--- src/hw/rtl/srts_pkg.sv ---
// ----------------------------------------------------------------------------
// Sorted table range search package
// Shared widths, codes, controller states and controller/datapath bundles.
// ----------------------------------------------------------------------------
package srts_pkg;

    // Field widths
    localparam int VAL_W  = 32;
    localparam int CNT_W  = 11;
    localparam int SLOT_W = 10;
    localparam int OUT_W  = 11;
    localparam int IDX_W  = 12;

    typedef logic signed [IDX_W-1:0] t_idx;

    localparam t_idx IDX_NONE = -12'sd1;
    localparam t_idx IDX_ZERO = 12'sd0;
    localparam t_idx IDX_ONE  = 12'sd1;

    // Transaction kinds
    localparam logic KIND_WRITE  = 1'b0;
    localparam logic KIND_SEARCH = 1'b1;

    // Controller states
    typedef enum logic [2:0] {
        S_IDLE,
        S_LOW_ISSUE,
        S_LOW_PROBE,
        S_HIGH_ISSUE,
        S_HIGH_PROBE
    } t_state;

    // Controller to datapath commands
    typedef struct packed {
        logic write;    // store the input entry
        logic load;     // capture target, set bounds for first search
        logic probe;    // read data is valid for r_mid, update bounds
        logic upper;    // last-match search mode
        logic restart;  // save first result, reset bounds for second search
        logic finish;   // register result and raise the strobe
    } t_dp_cmd;

    // Datapath to controller status
    typedef struct packed {
        logic span_done;  // bounds have crossed after this cycle's update
    } t_dp_stat;

endpackage

--- src/hw/rtl/srts_ctrl.sv ---
// ----------------------------------------------------------------------------
// Sorted table range search controller
// Sequences the lower-bound search, then the upper-bound search.
// ----------------------------------------------------------------------------
module srts_ctrl
    import srts_pkg::*;
(
    input  logic     i_clk,
    input  logic     i_rst_n,
    input  logic     start,
    input  logic     i_kind,
    input  t_dp_stat i_stat,
    output logic     busy,
    output t_dp_cmd  o_cmd
);

    t_state r_state;
    t_state n_state;

    // State register
    always_ff @(posedge i_clk) begin
        if (!i_rst_n) begin
            r_state <= S_IDLE;
        end else begin
            r_state <= n_state;
        end
    end

    // Next state
    always_comb begin
        n_state = r_state;
        case (r_state)
            S_IDLE: begin
                if (start && i_kind == KIND_SEARCH) begin
                    n_state = S_LOW_ISSUE;
                end
            end
            S_LOW_ISSUE: begin
                n_state = i_stat.span_done ? S_HIGH_ISSUE : S_LOW_PROBE;
            end
            S_LOW_PROBE: begin
                if (i_stat.span_done) begin
                    n_state = S_HIGH_ISSUE;
                end
            end
            S_HIGH_ISSUE: begin
                n_state = i_stat.span_done ? S_IDLE : S_HIGH_PROBE;
            end
            S_HIGH_PROBE: begin
                if (i_stat.span_done) begin
                    n_state = S_IDLE;
                end
            end
            default: begin
                n_state = S_IDLE;
            end
        endcase
    end

    // Outputs
    always_comb begin
        o_cmd = '0;
        busy  = 1'b1;
        case (r_state)
            S_IDLE: begin
                busy        = 1'b0;
                o_cmd.write = start && i_kind == KIND_WRITE;
                o_cmd.load  = start && i_kind == KIND_SEARCH;
            end
            S_LOW_ISSUE: begin
                o_cmd.restart = i_stat.span_done;
            end
            S_LOW_PROBE: begin
                o_cmd.probe   = 1'b1;
                o_cmd.restart = i_stat.span_done;
            end
            S_HIGH_ISSUE: begin
                o_cmd.upper  = 1'b1;
                o_cmd.finish = i_stat.span_done;
            end
            S_HIGH_PROBE: begin
                o_cmd.upper  = 1'b1;
                o_cmd.probe  = 1'b1;
                o_cmd.finish = i_stat.span_done;
            end
            default: begin
                busy = 1'b1;
            end
        endcase
    end

    // Checks
    a_finish_in_upper: assert property (@(posedge i_clk) disable iff (!i_rst_n)
        o_cmd.finish |-> o_cmd.upper && !o_cmd.restart)
        else $error("finish outside the upper-bound search");

    a_finish_to_idle: assert property (@(posedge i_clk) disable iff (!i_rst_n)
        o_cmd.finish |=> r_state == S_IDLE)
        else $error("controller not idle after finish");

    a_restart_to_high: assert property (@(posedge i_clk) disable iff (!i_rst_n)
        o_cmd.restart |=> r_state == S_HIGH_ISSUE)
        else $error("restart did not start the upper-bound search");

endmodule

--- config.mk ---
export PLATFORM = sky130hd
export DESIGN_NAME = srts_ctrl
export DESIGN_NICKNAME = d
export VERILOG_FILES = /design/src/hw/rtl/srts_pkg.sv /design/src/hw/rtl/srts_ctrl.sv
export SDC_FILE = /design/constraint.sdc
export NUM_CORES = 1
export LEC_CHECK = 0
export ABC_AREA = 1
export BUFFER_PORTS_ARGS = -buffer_cell sky130_fd_sc_hd__buf_4
export CAP_MARGIN = 20
export CELL_PAD_IN_SITES_DETAIL_PLACEMENT = 1
export CELL_PAD_IN_SITES_GLOBAL_PLACEMENT = 2
export CORE_AREA = 2 2 39 41
export DETAILED_ROUTE_END_ITERATION = 6
export DIE_AREA = 0 0 41 43
export GPL_TIMING_DRIVEN = 0
export HOLD_SLACK_MARGIN = 0.03
export PLACE_DENSITY = 0.72
export SLEW_MARGIN = 5
export SYNTH_ARGS = -nofsm -noshare
export SYNTH_HDL_FRONTEND = slang
export SYNTH_SLANG_ARGS = --single-unit
--- constraint.sdc ---
create_clock -name i_clk -period 2.6 [get_ports i_clk]
set_clock_uncertainty 0.1 [all_clocks]
set_input_delay 0.26 -clock i_clk [delete_from_list [all_inputs] [get_ports i_clk]]
set_output_delay 0.26 -clock i_clk [all_outputs]
set_load 0.01 [all_outputs]
==> flow_summary_export.csv, run 1 <==
group,metric,value,unit
run_status,outcome,"completed",
clock_tree,cts_sinks,3,
grt,grt_pass1_vias,208,
layout,final.fill_count,182,
floorplanning,start_util,13.7,%
grt,grt_pass1_wl,793,µm
placement,gp_congestion,0.739,
yosys,synth_seq_cells,3,
layout,num_antenna_cells,0,
yosys,syn_inst,33,
detailed_routing,routed_via_density,3.98,
grt,grt-ovfl-total,0,
setup_path,cp_max_fo,4,
floorplanning,design.die.area,0.00176,mm²
yosys,synth_top_area_share,31.6,%
placement,dpl_worst_slack,1300,ps
clock_tree,path_clk_slew,40,ps
detailed_routing,routed-via-count,255,
timing,layout_setup_ws,1060,ps
min_path,hp-class,"in -> reg",
clock_tree,htree_levels,1,
detailed_routing,drt_pass1_iterations,4,
layout,layout-drive-gt1-share,35.4,%
setup_path,end_kind,"output port",
layout,largest_reg_flops,3,
timing,max_freq,649,MHz
pwr,power_leakage,0.176,nW
yosys,syn_nets,38,
timing,slew_viol_final,0,
floorplanning,die_h,43,µm
clock_tree,cts_resized,0,
clock_tree,cts_buffers,3,
layout,final_nets,54,
clock_tree,cts_tree,"yes",
layout,top_register,"r_state",
setup_path,path_delay_family,"simple AND/OR/NAND/NOR gates",
timing,timing.slew.headroom,88.8,%
grt,grt_max_degree,6,
layout,layout_commonest_cell,"buf_4",
yosys,yosysUniqueCellTypes,8,
detailed_routing,drt-wirelength-per-cell,7.98,µm
placement,dp_hpwl,425,µm
placement,portBuffers,11,
setup_path,cp_slowest_cell,"dfxtp_1",
clock_tree,cts.hold.buffers_added,0,
flow_run,drv_cap,0,
timing,finalHoldViolCount,0,
yosys,syn_area,190,µm²
clock_tree,cts_buffer_depth,2,
pwr,ir_drop,203,µV
layout,fin_cells,64,
clock_tree,insertion_delay,230,ps
yosys,yosys_warnings,0,
setup_path,path_cells,"nor2_1 > nand2_1 > nand2_1 > inv_1 > nor2_1 > buf_4",
floorplanning,die-width,41,µm
setup_path,path_buf_inv,2,
setup_path,worstSetupPathType,"reg -> out",
timing,rsz0062_at_grt,"false",
layout,area_growth,67.8,%
grt,antenna_found_initial,0,
setup_path,critPathLaunchType,"flip-flop",
timing,finalSetupViolations,0,
setup_path,cp.arrival,1180,ps
timing,fin_setup_tns,0,ps
timing,final.period_utilization,59.2,%
timing,worst_pin_slew,167,ps
yosys,avgSynthCellArea,5.76,µm²
yosys,yosysTopAreaCell,"dfxtp_1",
grt,track_usage,7.03,%
layout,final_cell_mix,"11 x buf_4, 8 x nand2_1, 7 x nor2_1, 6 x inv_1",
placement,dp.cells,60,
detailed_routing,drt_wl_total,511,µm
yosys,ys_top_cells_by_area,"dfxtp_1 32%, nand2_1 16%, nor2_1 14%, inv_1 12%, nand2_2 9.9%",
detailed_routing,ant_nets,0,
detailed_routing,drc,0,
yosys,ys_seq_area_share,31.6,%
layout,reg_top3,"r_state: 3 flops",
floorplanning,core,0.00138,mm²
pwr,cellPowerDensity,675,mW/mm²
timing,whs,112,ps
timing,fin_crit,1540,ps
floorplanning,fp-row-count,14,
clock_tree,cts_setup_buffers,0,
detailed_routing,drt_iter0_markers,5,
setup_path,worstPathRequired,2240,ps
setup_path,max_stage_delay,330,ps
clock_tree,cts-root-buf,"clkbuf_4",
floorplanning,num_io_pins,12,
## logic make-up (layout without fill, tap and decap cells)
logic type      Yosys count  after routing  synth area share, %
compound gates            3              3                 9.21
buf+inv                   6             21                 11.8
flops                     3              3                 31.6
simple gates             21             21                 47.4
## worst reg2reg max path, cell delays in order (launching register included)
cell and delay [ps]:
dfxtp_1 330, nor2_1 180, nand2_1 110, nand2_2 80, nand2_1 40, nand3_1 60
nor2_1 40
## synth_stat cells, drive strengths merged
cell type,number
dfxtp,3
nand3,3
nor2,7
a21oi,2
inv,6
nand2,11
a211oi,1
## per-layer routing
metal / wire length, µm / GRT usage (%)
met1: 238 / 8.68
met2: 218 / 8.44
met5: 0 / 0
met4: 0 / 8.00
met3: 55 / 2.09
## where the power goes
group | switching, mW | total, mW | internal [mW]
registers | 0.00618 | 0.0581 | 0.0519
logic | 0.0408 | 0.0765 | 0.0357
clock network | 0.0233 | 0.0807 | 0.0575
## final cells by class
type / count / area, µm² / area share [%]
multi-input combinational: 24 / 108 / 33.7
tap: 16 / 20.0 / 6.27
sequential: 3 / 60.1 / 18.8
timing repair buffer: 11 / 82.6 / 25.9
clock buffer: 4 / 26.3 / 8.24
inverter: 6 / 22.5 / 7.06
## through the flow
step	cell area, µm²	power [mW]	util [%]
floorplan	190	0.103	-
detailed placement	293	0.137	21.2
CTS	319	0.222	23.1
finish	319	0.215	23.1
global route	319	0.236	23.1
global placement	293	0.137	21.2
## final timing paths
kind,from,endpoint,slack [ps],depth (start not counted)
max,r_state[2],o_cmd[1],1060,6
min,i_stat,r_state[2],110,2
max reg2reg,r_state[2],r_state[0],1540,6
min reg2reg,r_state[2],r_state[2],470,2
(Power assumes the default switching activity.)
==> run 2, diff against run 1 <==
ABC_AREA = 0   (was 1)
PLACE_DENSITY = 0.69   (was 0.72)
clock period = 1.5 ns   (was 2.6 ns; I/O delays follow)
==> flow_summary_export.csv, run 2 <==
group,metric,value,unit
detailed_routing,drt_wl_total,658,µm
yosys,yosys_warnings,0,
yosys,synthTopCellsByCount,"3 x dfxtp_1, 3 x nand3b_1, 2 x nand2b_1, 2 x nor2_1, 2 x xnor2_1",
floorplanning,die_h,43,µm
grt,antenna_found_initial,0,
clock_tree,path_clk_slew,40,ps
pwr,cellPowerDensity,887,mW/mm²
timing,finalSetupViolations,0,
layout,final_nets,48,
yosys,syn_nets,30,
placement,gp_congestion,0.596,
timing,final.period_utilization,99.4,%
yosys,syn_area,226,µm²
pwr,power_frac_comb,33.1,%
timing,rsz0062_at_grt,"true",
floorplanning,design.die.area,0.00176,mm²
clock_tree,cts_tree,"yes",
grt,grt_max_degree,7,
floorplanning,num_io_pins,12,
timing,worst_pin_slew,174,ps
detailed_routing,ant_nets,0,
pwr,netSwitchingPower,100,µW
setup_path,cp.arrival,1240,ps
clock_tree,cts_sinks,3,
clock_tree,cts.hold.buffers_added,0,
grt,grt_pass1_vias,231,
layout,layout-drive-gt1-share,66.7,%
yosys,yosysTopAreaCell,"dfxtp_1",
placement,dpl_worst_slack,154,ps
clock_tree,cts-root-buf,"clkbuf_4",
timing,timing.slew.headroom,88.3,%
layout,layout_commonest_cell,"buf_4",
setup_path,worstSetupPathType,"reg -> out",
clock_tree,htree_levels,1,
clock_tree,cts_buffer_depth,2,
clock_tree,cts_buffers,3,
floorplanning,fp-row-count,14,
timing,whs,78.4,ps
yosys,ys_seq_area_share,26.5,%
layout,largest_reg_flops,3,
timing,finalHoldViolCount,0,
flow_run,drv_cap,0,
setup_path,worstPathRequired,1250,ps
layout,num_antenna_cells,0,
placement,dp.cells,52,
yosys,synth_edf_count,0,
floorplanning,core,0.00138,mm²
grt,grt_pass1_wl,1040,µm
detailed_routing,drc,0,
floorplanning,start_util,16.4,%
detailed_routing,drt_pass1_iterations,1,
yosys,ys_top_cells_by_area,"dfxtp_1 27%, nand3b_1 9.9%, xnor2_1 7.7%, nand2b_1 5.5%, nor3b_2 5.5%",
layout,reg_top3,"r_state: 3 flops",
setup_path,critPathLaunchType,"flip-flop",
yosys,synth_top_area_share,26.5,%
detailed_routing,routed_via_density,4.22,
pwr,power_frac_seq,26.9,%
timing,max_freq,670,MHz
yosys,syn_inst,25,
timing,slew_viol_final,0,
detailed_routing,drt-wirelength-per-cell,11.3,µm
grt,track_usage,8.80,%
timing,layout_setup_ws,8.40,ps
yosys,synth-async-reset-ratio,0,%
pwr,swShare,28.6,%
yosys,synth_seq_cells,3,
layout,fin_cells,58,
run_status,outcome,"completed",
placement,portBuffers,11,
floorplanning,die-width,41,µm
setup_path,cp_max_fo,3,
pwr,power_leakage,0.178,nW
layout,final_cell_mix,"15 x buf_4, 3 x nand3b_1, 3 x clkbuf_4, 3 x dfxtp_4",
yosys,yosysUniqueCellTypes,18,
grt,grt-ovfl-total,0,
pwr,p_int,251,µW
clock_tree,insertion_delay,230,ps
yosys,avgSynthCellArea,9.06,µm²
layout,area_growth,74.6,%
setup_path,end_kind,"output port",
detailed_routing,drt_iter0_markers,0,
layout,top_register,"r_state",
timing,fin_crit,1490,ps
pwr,pwr-share-clk,40.0,%
pwr,power,351,µW
yosys,synth_ff_type,"dfxtp_1",
timing,fin_setup_tns,0,ps
detailed_routing,routed-via-count,245,
min_path,hp-class,"in -> reg",
placement,dp_hpwl,429,µm
pwr,ir_drop,257,µV
[run 2: power groups by stage]
stage	logic, mW	clock network (mW)	registers, mW
floorplan	0.0663	0	0.0897
global route	0.125	0.162	0.0954
CTS	0.107	0.147	0.0931
global placement	0.111	0	0.0900
detailed placement	0.112	0	0.0905
finish	0.116	0.140	0.0945
[run 2: layer usage]
layer	vias to the layer above	share of wire, %	GRT usage [%]
met5	-	0	0
li1	120	-	-
met4	0	0	4.00
met2	9	51	12.8
met3	0	7.1	3.14
met1	116	42	11.1
[run 2: timing repair]
action                     CTS  global route
pin swaps                    2             3
cloned                       0             0
gates resized for setup      6             3
setup endpoints to repair    3             3
buffers inserted             4             0
[run 2: logic make-up (layout without fill, tap and decap cells)]
family | Yosys count | in the layout | share of synthesized area (%)
AND/OR/NAND/NOR | 14 | 14 | 44.2
buffers and inverters | 3 | 20 | 9.94
AO/OA/AOI/OAI | 3 | 3 | 11.6
XOR/XNOR | 2 | 2 | 7.74
flip-flops | 3 | 3 | 26.5
[run 2: area by class of cell]
class                   count  area (µm²)
repair buffers             15         113
flip-flops and latches      3        71.3
fillers                   158         988
well taps                  16        20.0
clock buffers               4        26.3
inverters                   1        3.75
multi-input cells          19         161
[run 2: worst paths after layout]
check | start | endpoint | slack (ps) | depth (start not counted)
worst min-delay path | i_rst_n | r_state[2] | 80 | 3
worst max-delay path | r_state[0] | o_cmd[0] | 8 | 3
worst max register to register | r_state[0] | r_state[2] | 340 | 3
worst min register to register | r_state[1] | r_state[0] | 500 | 2
[run 2: stage by stage]
stage,cell area (µm²),utilization [%]
final,395,28.6
after global routing,395,28.6
after CTS,378,27.3
after detailed placement,329,23.8
after global placement,329,23.8
after floorplan,226,-
[run 2: critical path, stage by stage, from the launching register on]
cell and delay, ps:
dfxtp_4 350, or3b_4 410, a21boi_2 130, buf_4 130
==> run 3, diff against run 2 <==
BUFFER_PORTS_ARGS = default   (was -buffer_cell sky130_fd_sc_hd__buf_4)
CTS_BUF_LIST = sky130_fd_sc_hd__clkbuf_4 sky130_fd_sc_hd__clkbuf_8   (was default)
DONT_BUFFER_PORTS = 1   (was default)
PLACE_DENSITY = 0.55   (was 0.69)
==> flow_summary_export.csv, run 3 (synthesis results as in run 2) <==
group,metric,value,unit
layout,layout_commonest_cell,"dlygate4sd3_1",
grt,antenna_found_initial,0,
floorplanning,die_h,43,µm
placement,gp_congestion,0.690,
clock_tree,cts_sinks,3,
grt,grt_pass1_vias,225,
layout,num_antenna_cells,0,
run_status,outcome,"completed",
setup_path,critPathLaunchType,"flip-flop",
timing,worst_pin_slew,384,ps
grt,track_usage,9.32,%
layout,final_cell_mix,"5 x dlygate4sd3_1, 4 x clkbuf_4, 3 x nand3b_1",
layout,reg_top3,"r_state: 3 flops",
placement,portBuffers,0,
timing,whs,234,ps
clock_tree,cts-root-buf,"clkbuf_4",
layout,area_growth,45.3,%
min_path,hp-class,"in -> out",
layout,top_register,"r_state",
timing,fin_crit,1490,ps
grt,grt_pass1_wl,966,µm
floorplanning,design.die.area,0.00176,mm²
setup_path,cp-startpoint,"r_state[1]",
clock_tree,cts_buffer_depth,2,
clock_tree,path_clk_slew,40,ps
setup_path,cp_max_fo,8,
setup_path,r2r.worst_path.cells,2,
detailed_routing,drt_wl_total,595,µm
setup_path,r2r-start,"r_state[1]",
floorplanning,core,0.00138,mm²
layout,layout-drive-gt1-share,37.5,%
floorplanning,fp-row-count,14,
floorplanning,die-width,41,µm
grt,grt-ovfl-total,0,
detailed_routing,routed-via-count,205,
setup_path,path_delay_family,"simple AND/OR/NAND/NOR gates",
detailed_routing,drt-wirelength-per-cell,12.4,µm
setup_path,worstPathRequired,1250,ps
setup_path,path_cells,"or3b_4 > a21boi_4",
timing,finalHoldViolCount,0,
setup_path,cp_slowest_cell,"or3b_4",
layout,largest_reg_flops,3,
pwr,power_leakage,0.124,nW
setup_path,max_stage_delay,430,ps
min_path,hp-start,"i_kind",
setup_path,crit_cells,2,
detailed_routing,drc,0,
min_path,hold_depth,1,
layout,fin_cells,48,
timing,slew_viol_final,0,
timing,rsz0062_at_grt,"true",
clock_tree,insertion_delay,230,ps
placement,dp.cells,41,
floorplanning,start_util,16.4,%
timing,max_freq,672,MHz
placement,dpl_worst_slack,212,ps
detailed_routing,routed_via_density,4.27,
setup_path,end_kind,"output port",
detailed_routing,ant_nets,0,
setup_path,cp.arrival,1240,ps
timing,finalSetupViolations,0,
detailed_routing,drt_iter0_markers,1,
timing,final.period_utilization,99.2,%
flow_run,drv_cap,0,
clock_tree,cts_tree,"yes",
pwr,ir_drop,315,µV
clock_tree,cts_buffers,3,
floorplanning,num_io_pins,12,
setup_path,path_buf_inv,0,
timing,fin_setup_tns,0,ps
clock_tree,htree_levels,1,
detailed_routing,drt_pass1_iterations,4,
pwr,cellPowerDensity,996,mW/mm²
timing,timing.slew.headroom,74.4,%
timing,layout_setup_ws,11.9,ps
setup_path,worstSetupPathType,"reg -> out",
layout,final_nets,38,
grt,grt_max_degree,9,
-- run 3: per-stage QoR --
step | total power [mW] | utilization, % | area (µm²)
after CTS | 0.347 | 24.6 | 340
after detailed placement | 0.166 | 17.8 | 246
after global routing | 0.347 | 23.8 | 329
after floorplan | 0.156 | - | 226
final | 0.328 | 23.8 | 329
after global placement | 0.164 | 17.8 | 246
-- run 3: path summary, 6_finish.rpt --
check	to	slack (ps)
max	o_cmd[0]	10
min	o_cmd[5]	230
max reg2reg	r_state[2]	400
min reg2reg	r_state[0]	460
-- run 3: power breakdown --
group	switching, mW	leakage, nW	internal, mW
sequential	0.0150	0.0264	0.0866
combinational	0.0322	0.0789	0.0336
clock	0.0427	0.0184	0.118
total	0.0899	0.124	0.238
-- run 3: timing repair --
action                                  CTS  global route
gates resized for setup                   3             4
pin swaps                                 1             2
endpoints found under the hold margin     3             0
buffers inserted                          0             0
endpoints found under the setup margin    2             1
hold buffers                              5             0
-- run 3: cell type report --
cell class / instances / area, µm²
sequential: 3 / 68.8
fill: 163 / 1050
timing repair buffer: 5 / 50.0
inverter: 1 / 3.75
clock buffer: 4 / 30.0
tap: 16 / 20.0
multi-input combinational: 19 / 156
-- run 3: metal layers --
metal | global-route usage, % | part of all wire (%) | vias to the layer above
li1 | - | - | 101
met4 | 10.0 | 2.4 | 0
met5 | 0 | 0 | -
met3 | 3.66 | 6.4 | 2
met2 | 13.8 | 51 | 11
met1 | 8.63 | 40 | 91
